### config.mk
export PLATFORM = sky130hd
export DESIGN_NAME = deadline_frame_queue
export DESIGN_NICKNAME = d
export VERILOG_FILES = /design/src/rtl/dfq_pkg.sv /design/src/rtl/deadline_frame_queue.sv
export VERILOG_INCLUDE_DIRS = /design/src /design/src/rtl
export SDC_FILE = /design/constraint.sdc
export NUM_CORES = 2
export LEC_CHECK = 0
export ABC_AREA = 1
export BUFFER_PORTS_ARGS = -buffer_cell sky130_fd_sc_hd__buf_2
export CAP_MARGIN = 40
export CORE_MARGIN = 1.5
export CORE_UTILIZATION = 56
export CTS_CLUSTER_DIAMETER = 200
export DETAILED_ROUTE_END_ITERATION = 8
export PLACE_DENSITY = 0.79
export SKIP_CTS_REPAIR_TIMING = 1
export SLEW_MARGIN = 15
export SYNTH_ARGS = -nofsm -noshare
export SYNTH_HDL_FRONTEND = slang
export SYNTH_SLANG_ARGS = --single-unit
### constraint.sdc
create_clock -name clk -period 15.1 [get_ports clk]
set_input_delay 1.51 -clock clk [delete_from_list [all_inputs] [get_ports clk]]
set_output_delay 1.51 -clock clk [all_outputs]
set_load 0.02 [all_outputs]
### src/rtl/deadline_frame_queue_assert.svh
// ----------------------------------------------------------------------------
// Deadline frame queue assertion macros
// Property wrappers shared by the queue's checks, clocked on clk with rst.
// ----------------------------------------------------------------------------
`ifndef DEADLINE_FRAME_QUEUE_ASSERT_SVH
`define DEADLINE_FRAME_QUEUE_ASSERT_SVH

// The consequent must hold in the same cycle as the antecedent.
`define DFQ_ASSERT_NOW(lbl, ante, cons) \
  lbl: assert property (@(posedge clk) disable iff (rst) (ante) |-> (cons)) \
    else $error("deadline frame queue check failed");

// The consequent must hold in the cycle after the antecedent.
`define DFQ_ASSERT_NEXT(lbl, ante, cons) \
  lbl: assert property (@(posedge clk) disable iff (rst) (ante) |=> (cons)) \
    else $error("deadline frame queue check failed");

`endif

### src/rtl/dfq_pkg.sv
// ----------------------------------------------------------------------------
// Deadline frame queue package
// Sizes, command codes and the stored entry layout of the frame queue.
// ----------------------------------------------------------------------------
package dfq_pkg;

  localparam int MAX_FRAMES = 16;
  localparam int TAG_BITS   = 16;

  localparam int TIME_W  = 64;
  localparam int PTAG_W  = 16;
  localparam int CMD_W   = 3;
  localparam int CFG_W   = 5;
  localparam int STALE_W = 4;
  localparam int DROP_W  = 32;
  localparam int OCC_W   = 5;

  localparam int IDX_W  = (MAX_FRAMES > 1) ? $clog2(MAX_FRAMES) : 1;
  localparam int FILL_W = $clog2(MAX_FRAMES + 1);
  localparam int TAG_W  = (TAG_BITS < PTAG_W) ? TAG_BITS : PTAG_W;
  localparam int CMP_W  = (CFG_W > FILL_W) ? CFG_W : FILL_W;

  localparam logic [CMD_W-1:0] CMD_PUSH    = 3'd0;
  localparam logic [CMD_W-1:0] CMD_POP     = 3'd1;
  localparam logic [CMD_W-1:0] CMD_POP_DUE = 3'd2;
  localparam logic [CMD_W-1:0] CMD_CLEAR   = 3'd3;
  localparam logic [CMD_W-1:0] CMD_CLOSE   = 3'd4;
  localparam logic [CMD_W-1:0] CMD_STATUS  = 3'd5;

  localparam logic [CFG_W-1:0] CAP_RESET = 5'd16;

  typedef struct packed {
    logic [TIME_W-1:0] ts;
    logic              is_end;
    logic [TAG_W-1:0]  tag;
  } entry_t;

endpackage

### src/rtl/deadline_frame_queue.sv
// Push steps through EXEC, SYNC and REPORT before the registered done strobe; pop
// front, clear, close, status and pop newest due on an empty queue or an end mark
// step through EXEC and REPORT; otherwise pop newest due also walks the due entries
// in WALK. An item can be accepted in the cycle that carries done, and none while
// busy, so each item holds the block until it is through. Results cannot be stalled.
// Synchronous reset empties and opens the queue; the entry store is not cleared.
// ----------------------------------------------------------------------------
// Deadline frame queue
// Bounded frame FIFO with a sequential walk that drops stale frames.
// ----------------------------------------------------------------------------
`include "deadline_frame_queue_assert.svh"

module deadline_frame_queue (
  input  logic                                clk,
  input  logic                                rst,
  input  logic                                cfg_we,
  input  logic [dfq_pkg::CFG_W-1:0]           cfg_wdata,
  input  logic                                start,
  output logic                                busy,
  output logic                                done,
  input  logic [dfq_pkg::CMD_W-1:0]           command,
  input  logic signed [dfq_pkg::TIME_W-1:0]   frame_time,
  input  logic                                frame_is_end,
  input  logic [dfq_pkg::PTAG_W-1:0]          frame_tag,
  input  logic signed [dfq_pkg::TIME_W-1:0]   due_time,
  output logic                                accepted,
  output logic signed [dfq_pkg::TIME_W-1:0]   out_time,
  output logic                                out_is_end,
  output logic [dfq_pkg::PTAG_W-1:0]          out_tag,
  output logic [dfq_pkg::STALE_W-1:0]         stale_now,
  output logic [dfq_pkg::DROP_W-1:0]          drop_count,
  output logic [dfq_pkg::OCC_W-1:0]           occupancy,
  output logic                                head_time_valid,
  output logic signed [dfq_pkg::TIME_W-1:0]   head_time,
  output logic                                is_closed
);

  typedef enum logic [2:0] {
    S_IDLE,
    S_EXEC,
    S_WALK,
    S_SYNC,
    S_REPORT
  } state_t;

  state_t state, state_next;

  dfq_pkg::entry_t mem [dfq_pkg::MAX_FRAMES];
  dfq_pkg::entry_t rd_entry;
  dfq_pkg::entry_t wr_entry;

  logic [dfq_pkg::CFG_W-1:0]   cap_reg;
  logic [dfq_pkg::IDX_W-1:0]   head_index, head_next, head_inc, wr_slot;
  logic [dfq_pkg::FILL_W-1:0]  fill_count, fill_next, eff_cap;
  logic [dfq_pkg::DROP_W-1:0]  drop_total, drop_next, drop_sat;
  logic                        closed_flag, closed_next;
  logic [dfq_pkg::FILL_W-1:0]  popped, popped_next, popped_less;
  logic [dfq_pkg::STALE_W-1:0] stale_q, stale_next, stale_step;
  logic                        acc_q, acc_next;
  logic [dfq_pkg::TIME_W-1:0]  res_time, res_time_next;
  logic                        res_end, res_end_next;
  logic [dfq_pkg::TAG_W-1:0]   res_tag, res_tag_next;
  logic                        mem_we, walk_take;
  logic [dfq_pkg::FILL_W:0]    slot_sum;
  logic [dfq_pkg::DROP_W:0]    drop_sum;
  logic [dfq_pkg::CMP_W-1:0]   cap_wide;

  logic [dfq_pkg::CMD_W-1:0]   cmd_q;
  logic [dfq_pkg::TIME_W-1:0]  ftime_q, due_q;
  logic                        fend_q;
  logic [dfq_pkg::TAG_W-1:0]   ftag_q;

  assign busy = (state != S_IDLE);

  always_comb begin
    cap_wide = dfq_pkg::CMP_W'(cap_reg);
    if (cap_reg == '0) begin
      eff_cap = dfq_pkg::FILL_W'(1);
    end else if (cap_wide > dfq_pkg::CMP_W'(dfq_pkg::MAX_FRAMES)) begin
      eff_cap = dfq_pkg::FILL_W'(dfq_pkg::MAX_FRAMES);
    end else begin
      eff_cap = dfq_pkg::FILL_W'(cap_wide);
    end
  end

  assign head_inc = (head_index == dfq_pkg::IDX_W'(dfq_pkg::MAX_FRAMES - 1)) ?
                    '0 : head_index + 1'b1;

  always_comb begin
    slot_sum = (dfq_pkg::FILL_W + 1)'(head_index) + (dfq_pkg::FILL_W + 1)'(fill_count);
    if (slot_sum >= (dfq_pkg::FILL_W + 1)'(dfq_pkg::MAX_FRAMES)) begin
      slot_sum = slot_sum - (dfq_pkg::FILL_W + 1)'(dfq_pkg::MAX_FRAMES);
    end
    wr_slot = slot_sum[dfq_pkg::IDX_W-1:0];
  end

  assign walk_take = (fill_count != '0) && !rd_entry.is_end &&
                     ($signed(rd_entry.ts) <= $signed(due_q));

  always_comb begin
    popped_less = popped - 1'b1;
    if (popped_less > dfq_pkg::FILL_W'((1 << dfq_pkg::STALE_W) - 1)) begin
      stale_step = '1;
    end else begin
      stale_step = dfq_pkg::STALE_W'(popped_less);
    end
    drop_sum = {1'b0, drop_total} + (dfq_pkg::DROP_W + 1)'(popped_less);
    drop_sat = drop_sum[dfq_pkg::DROP_W] ? '1 : drop_sum[dfq_pkg::DROP_W-1:0];
  end

  assign wr_entry = '{ts: ftime_q, is_end: fend_q, tag: ftag_q};

  always_comb begin
    state_next    = state;
    head_next     = head_index;
    fill_next     = fill_count;
    drop_next     = drop_total;
    closed_next   = closed_flag;
    popped_next   = popped;
    stale_next    = stale_q;
    acc_next      = acc_q;
    res_time_next = res_time;
    res_end_next  = res_end;
    res_tag_next  = res_tag;
    mem_we        = 1'b0;
    case (state)
      S_IDLE: begin
        if (start) begin
          state_next    = S_EXEC;
          popped_next   = '0;
          stale_next    = '0;
          acc_next      = 1'b0;
          res_time_next = '0;
          res_end_next  = 1'b0;
          res_tag_next  = '0;
        end
      end
      S_EXEC: begin
        state_next = S_REPORT;
        case (cmd_q)
          dfq_pkg::CMD_PUSH: begin
            state_next = S_SYNC;
            if (!closed_flag && (fill_count < eff_cap)) begin
              mem_we    = 1'b1;
              fill_next = fill_count + 1'b1;
              acc_next  = 1'b1;
            end
          end
          dfq_pkg::CMD_POP: begin
            if (fill_count != '0) begin
              acc_next      = 1'b1;
              res_time_next = rd_entry.ts;
              res_end_next  = rd_entry.is_end;
              res_tag_next  = rd_entry.tag;
              head_next     = head_inc;
              fill_next     = fill_count - 1'b1;
            end
          end
          dfq_pkg::CMD_POP_DUE: begin
            if (fill_count != '0) begin
              if (rd_entry.is_end) begin
                acc_next      = 1'b1;
                res_time_next = rd_entry.ts;
                res_end_next  = 1'b1;
                res_tag_next  = rd_entry.tag;
                head_next     = head_inc;
                fill_next     = fill_count - 1'b1;
              end else begin
                state_next = S_WALK;
              end
            end
          end
          dfq_pkg::CMD_CLEAR: begin
            fill_next = '0;
            head_next = '0;
            drop_next = '0;
          end
          dfq_pkg::CMD_CLOSE: begin
            closed_next = 1'b1;
          end
          default: begin
          end
        endcase
      end
      S_WALK: begin
        if (walk_take) begin
          res_time_next = rd_entry.ts;
          res_tag_next  = rd_entry.tag;
          head_next     = head_inc;
          fill_next     = fill_count - 1'b1;
          popped_next   = popped + 1'b1;
        end else begin
          state_next = S_REPORT;
          if (popped != '0) begin
            acc_next   = 1'b1;
            stale_next = stale_step;
            drop_next  = drop_sat;
          end
        end
      end
      S_SYNC: begin
        state_next = S_REPORT;
      end
      S_REPORT: begin
        state_next = S_IDLE;
      end
      default: begin
        state_next = S_IDLE;
      end
    endcase
  end

  always_ff @(posedge clk) begin
    if (mem_we) begin
      mem[wr_slot] <= wr_entry;
    end
  end

  always_ff @(posedge clk) begin
    rd_entry <= mem[head_next];
  end

  always_ff @(posedge clk) begin
    if (rst) begin
      state       <= S_IDLE;
      cap_reg     <= dfq_pkg::CAP_RESET;
      head_index  <= '0;
      fill_count  <= '0;
      drop_total  <= '0;
      closed_flag <= 1'b0;
      done        <= 1'b0;
    end else begin
      state       <= state_next;
      head_index  <= head_next;
      fill_count  <= fill_next;
      drop_total  <= drop_next;
      closed_flag <= closed_next;
      done        <= (state == S_REPORT);
      if (cfg_we) begin
        cap_reg <= cfg_wdata;
      end
    end
    popped   <= popped_next;
    stale_q  <= stale_next;
    acc_q    <= acc_next;
    res_time <= res_time_next;
    res_end  <= res_end_next;
    res_tag  <= res_tag_next;
    if ((state == S_IDLE) && start) begin
      cmd_q   <= command;
      ftime_q <= frame_time;
      fend_q  <= frame_is_end;
      ftag_q  <= dfq_pkg::TAG_W'(frame_tag);
      due_q   <= due_time;
    end
    if (state == S_REPORT) begin
      accepted        <= acc_q;
      out_time        <= res_time;
      out_is_end      <= res_end;
      out_tag         <= dfq_pkg::PTAG_W'(res_tag);
      stale_now       <= stale_q;
      drop_count      <= drop_total;
      occupancy       <= dfq_pkg::OCC_W'(fill_count);
      is_closed       <= closed_flag;
      head_time_valid <= (fill_count != '0) && !rd_entry.is_end;
      head_time       <= ((fill_count != '0) && !rd_entry.is_end) ? rd_entry.ts : '0;
    end
  end

  `DFQ_ASSERT_NOW(a_fill_bound, 1'b1, fill_count <= dfq_pkg::FILL_W'(dfq_pkg::MAX_FRAMES))
  `DFQ_ASSERT_NEXT(a_report_done, state == S_REPORT, done && !busy)
  `DFQ_ASSERT_NEXT(a_walk_take, (state == S_WALK) && walk_take,
                   fill_count == $past(fill_count) - 1'b1)
  `DFQ_ASSERT_NOW(a_head_zero, done && !head_time_valid, head_time == '0)

endmodule
# Yosys cells after proc, flatten, opt, wreduce, memory -nomap -nowiden
# Memory sizes are Yosys's and may differ from the RTL's. A register that Yosys moved wholly into a read port is not among the register bits.
# Index checks and enable logic that the tools add are counted.
# totals
ff_bits	479
ram_bits	1296
in_bits	157
output_inout_bits	191
elab_cells	155
memories	1
# mem_list
name	words	width	rd	rd_clocked_by_memory_dff	write_ports	line_no	rtl
mem	16	81	1	1	1	deadline_frame_queue.sv:48	dfq_pkg::entry_t mem [dfq_pkg::MAX_FRAMES];
# classes
n_addsub	8
order_cmp	5
n_eq_ne	21
muxes	67
reduce_logical	25
# op_table
cell	n
two-way mux 64 bit	5
case mux 64 bit (3 select lines)	1
two-way mux 32 bit	4
case mux 64 bit (2 select lines)	1
two-way mux 16 bit	5
<= comparator 64 bit	1
case mux 32 bit (2 select lines)	1
case mux 16 bit (3 select lines)	1
two-way mux 5 bit	9
two-way mux 4 bit	10
adder 32 x 5 -> 33 bit	1
case mux 16 bit (2 select lines)	1
case mux 5 bit (2 select lines)	2
case mux 5 bit (4 select lines)	1
case mux 4 bit (2 select lines)	2
AND reduction 7 bit	2
two-way mux 1 bit	13
== test 3 x 2 -> 1 bit (second input constant)	4
two-way mux 3 bit	4
inequality test 3 bit (second input constant)	4
case mux 3 bit (4 select lines)	1
case mux 4 bit (3 select lines)	1
adder 5 x 1 -> 5 bit (second input constant)	2
nonzero test 5 bit	2
other kinds (30)	48

# Longest topological paths before layout
# logic_depth
depth_word	10
depth_mapped	29
depth_no_buf	28

# Worst setup path after synthesis
# No wires, ideal clock.
# synth_timing
kind	register to register
from	register state[2]
to	register accepted (enable)
setup_ps	971
arrival_ps	13133
t_required_ps	14129
setup_slack_ps	995
path_stages_with_launch	3
n_path_buf	0
period_less_slack_ps	14105
cell_sequence	dfxtp_1 > inv_1 > nor3_1
# synth_via
elab_chain_len	1
# synth_lines
element	line_no	rtl
start, declared	deadline_frame_queue.sv:46	state_t state, state_next;
start signal, assigned	deadline_frame_queue.sv:233	state <= state_next;
== test 3 bit	deadline_frame_queue.sv:256	if (state == S_REPORT) begin
end signal, assigned	deadline_frame_queue.sv:257	accepted <= acc_q;
end, declared	deadline_frame_queue.sv:26	output logic accepted,
# Every way passes these cells.
# A chain may end at the register's enable or synchronous reset.

# Final worst setup path
# layout_timing
from	register rd_entry[28] (netlist name)
to	register rd_entry[18] (netlist name)
# layout_via
elab_chain_len	4
# layout_lines
element	line_no	rtl
<= comparator 64 bit	deadline_frame_queue.sv:98	($signed(rd_entry.ts) <= $signed(due_q));
logical AND 1 bit	deadline_frame_queue.sv:97	assign walk_take = (fill_count != '0) && !rd_entry.is_end &&
two-way mux 4 bit	deadline_frame_queue.sv:186	if (walk_take) begin
case mux 4 bit (2 select lines)	deadline_frame_queue.sv:126	case (state)
# Every way passes these cells.

==> metrics <==
status complete, no violations; Yosys top cell area share between 60% and 70%; post-route minimum period 6.43 ns; vias in the first global route around 50000; Max IR drop VDD between 0.1 and 0.15 mV; max reg flops 1296; Avg WL per Cell 22.9 µm; Min-Delay Path Class reg -> reg; initial antenna violation count 29; Ys Warns 0; Syn Area/Cell ~12 µm²; asr flop ratio synth 0%; RSZ-0062 raised after global routing no; Fillers around 9500; Die Height roughly 370 µm; Biggest register mem; Finished Core Util 64.0%; Final ANT Viol Nets 0; startpoint types flop; skew final around 0.026 ns; synth top area cells edfxtp_1 67%, nand3_1 8.1%, inv_1 5.0%; biggest regs mem (1296), rd_entry (81); met1 GRT Util between 30% and 40%; Critical Path AT around 7.1 ns; ordered list of cells on the worst path ha_1 > nand4_1 > nor3_1 > nand2_1 > nand2_1 > nand2_1 > nand2_1 > nand2_1 > nand3_1 > nand3_2 > nand4_1 > nand2_1 > inv_16 > nand2_8 > buf_16 > clkinv_2 > buf_4 > nand2_1 > nand3_1 > nand3_1 > nand3_1 > nand2_1; # H-tree levels 4; Design Area, Final approximately 0.087 mm²; overall routing resource usage 28.2%; global-route track usage on met2 around 44%; clk_lat worst skew a little over 0.8 ns; pwr dens about 130 mW/mm²; Critical Path RT approximately 16 ns; area grow syn2layout 13.0%; first-pass GRT wire length roughly 300000 µm; clock tree buffer depth 3; slowest stage cell on the critical path buf_4; Final WS setup between 8 and 9 ns; Worst-path clk slew about 0.06 ns; core area around 0.14 mm²; Initial Utilization 56.7%; DP Cell Count ~8400; I/O Pins 348; IO buf count 347; synthesized flop and latch total roughly 1900; pre-CTS WS between 8 and 9 ns; clock root cell clkbuf_16; Starting DRT DRC Count 7053; Buf/Inv on CP 4; final WL 201000 µm; Post-Syn Area slightly below 0.08 mm²; EDFF count, synth 1724; Slew Limit Fails 0; pin count of the biggest net entering global routing approximately 170; Nets ~7000; area leader, netlist edfxtp_1; TritonCTS clock tree yes; cell seen most often among critical-path stages nand2_1; Max-Cap Viols 0; crit path max fanout ~170; Slew headroom between 30% and 40%; global route total overflow 0; DRT Pass-1 Iters 6; setup TNS 0 ns; kind of critical path reg -> reg; Layout Cells excl Fill 8769; Area after DPL 0.0809 mm²; RePlAce Congestion roughly 0.88; Most used DFF post-synth edfxtp_1; hold slack about 0.41 ns; Synth Instances 6526; Reg area 0.0544 mm²; Multi-input gate area 0.0173 mm²; FMAX between 150 and 200 MHz; die area 0.140 mm²; Seq/Total Area, Yosys a little over two thirds; row count between 100 and 150; Lkg Pwr roughly 34 nW; Sink Count between 1500 and 2000; total clock buffers created by CTS 179; Tcrit/Tclk final ~43%; DRC Markers 0; GR Util met3 between 6 and 7%; Die Span X 374 µm; post-detail-place hpwl 113000 µm; Total Power 11.2 mW; Distinct cells, synth 53; syn_nets 6767; Critical Path Max Stage Delay around 0.78 ns; Final setup viols 0; Least-Margin Pin Slew between 0.9 and 1 ns; final hold vios 0; GRT busiest layer met2; layout cells sized above 1 a little under an eighth; via/cell ratio 5.87; Vias roughly 51000; critical path's top delay family simple AND/OR/NAND/NOR gates; endpoint type of the worst setup path flop
[placed cells by master, fill, tap and decap left out, types with 9 or more instances in the layout]
cell type   count
clkbuf_8       22
clkinvlp_4     10
nand2_1       943
clkinv_1       21
bufinv_16      16
buf_2         347
nor2_1        224
nand4_1        14
nor2_4         18
clkinv_2       27
buf_4          77
inv_1        1036
diode_2        20
clkbuf_1       47
o21ai_0        50
a21oi_1        70
inv_6          11
clkbuf_16     181
dfxtp_1       132
o21a_1          9
nand3_1      1242
ha_1           82
xor2_1         15
nor3_1         21
buf_12         17
buf_16         24
edfxtp_1     1724
nand3b_1      486
[layout make-up]
| type | instances | area share [%] |
|---|---|---|
| flip-flops and latches | 1856 | 62.4 |
| multi-input cells | 3267 | 19.8 |
| clock buffers | 250 | 5.75 |
| inverters | 1047 | 4.54 |
| repair buffers | 465 | 3.80 |
| well taps | 1781 | 2.56 |
| clock inverters | 83 | 1.03 |
| diodes | 20 | 0.0574 |
[cell usage after synthesis, types with 3 or more instances]
master / n
nor4_2: 3
ha_1: 82
or2_2: 4
clkbuf_1: 79
edfxtp_1: 1724
o21ai_0: 50
buf_2: 234
inv_2: 7
nand2_4: 3
nand3_1: 1242
nand4_1: 14
nand3b_1: 486
buf_1: 29
a221oi_1: 5
clkinv_1: 3
nor2_1: 241
o21ai_1: 3
o21a_1: 9
nor3_1: 23
o22ai_1: 7
nand2_1: 944
buf_4: 13
nor3b_1: 3
nor4_1: 6
a211oi_1: 9
a21o_1: 3
xor2_1: 15
a31oi_1: 3
xnor2_1: 4
a21oi_1: 72
nand3_2: 3
inv_1: 1036
dfxtp_1: 132
a22oi_1: 8
[power breakdown]
group	total (mW)	leakage (nW)	internal, mW	switching [mW]
Combinational	0.679	14.5	0.193	0.486
Clock	4.50	2.87	2.59	1.91
Sequential	6.02	16.8	5.86	0.158
Total	11.2	34.2	8.65	2.55
[kinds of logic after synthesis]
| family | share of synthesized area [%] |
|---|---|
| fa+ha+maj | 1.38 |
| buf+inv | 7.28 |
| compound gates | 1.40 |
| flops | 70.6 |
| simple gates | 19.2 |
| xor+xnor | 0.216 |
[final timing paths]
check	endpoint	start	cells after the start	slack, ns
max	rd_entry[18]$_DFF_P_	rd_entry[28]$_DFF_P_	22	8.67
min reg2reg	out_time[35]$_DFFE_PP_	res_time[35]$_SDFFCE_PP0P_	0	0.41
max reg2reg	rd_entry[18]$_DFF_P_	rd_entry[28]$_DFF_P_	22	8.67
min	out_time[35]$_DFFE_PP_	res_time[35]$_SDFFCE_PP0P_	0	0.41
[layer usage]
layer | vias to the layer above | wire length (µm)
li1 | 22883 | -
met1 | 24771 | 74600
met2 | 3304 | 93500
met3 | 513 | 24900
met4 | 16 | 7440
met5 | - | 104
Power figures use the tool's default switching activity.
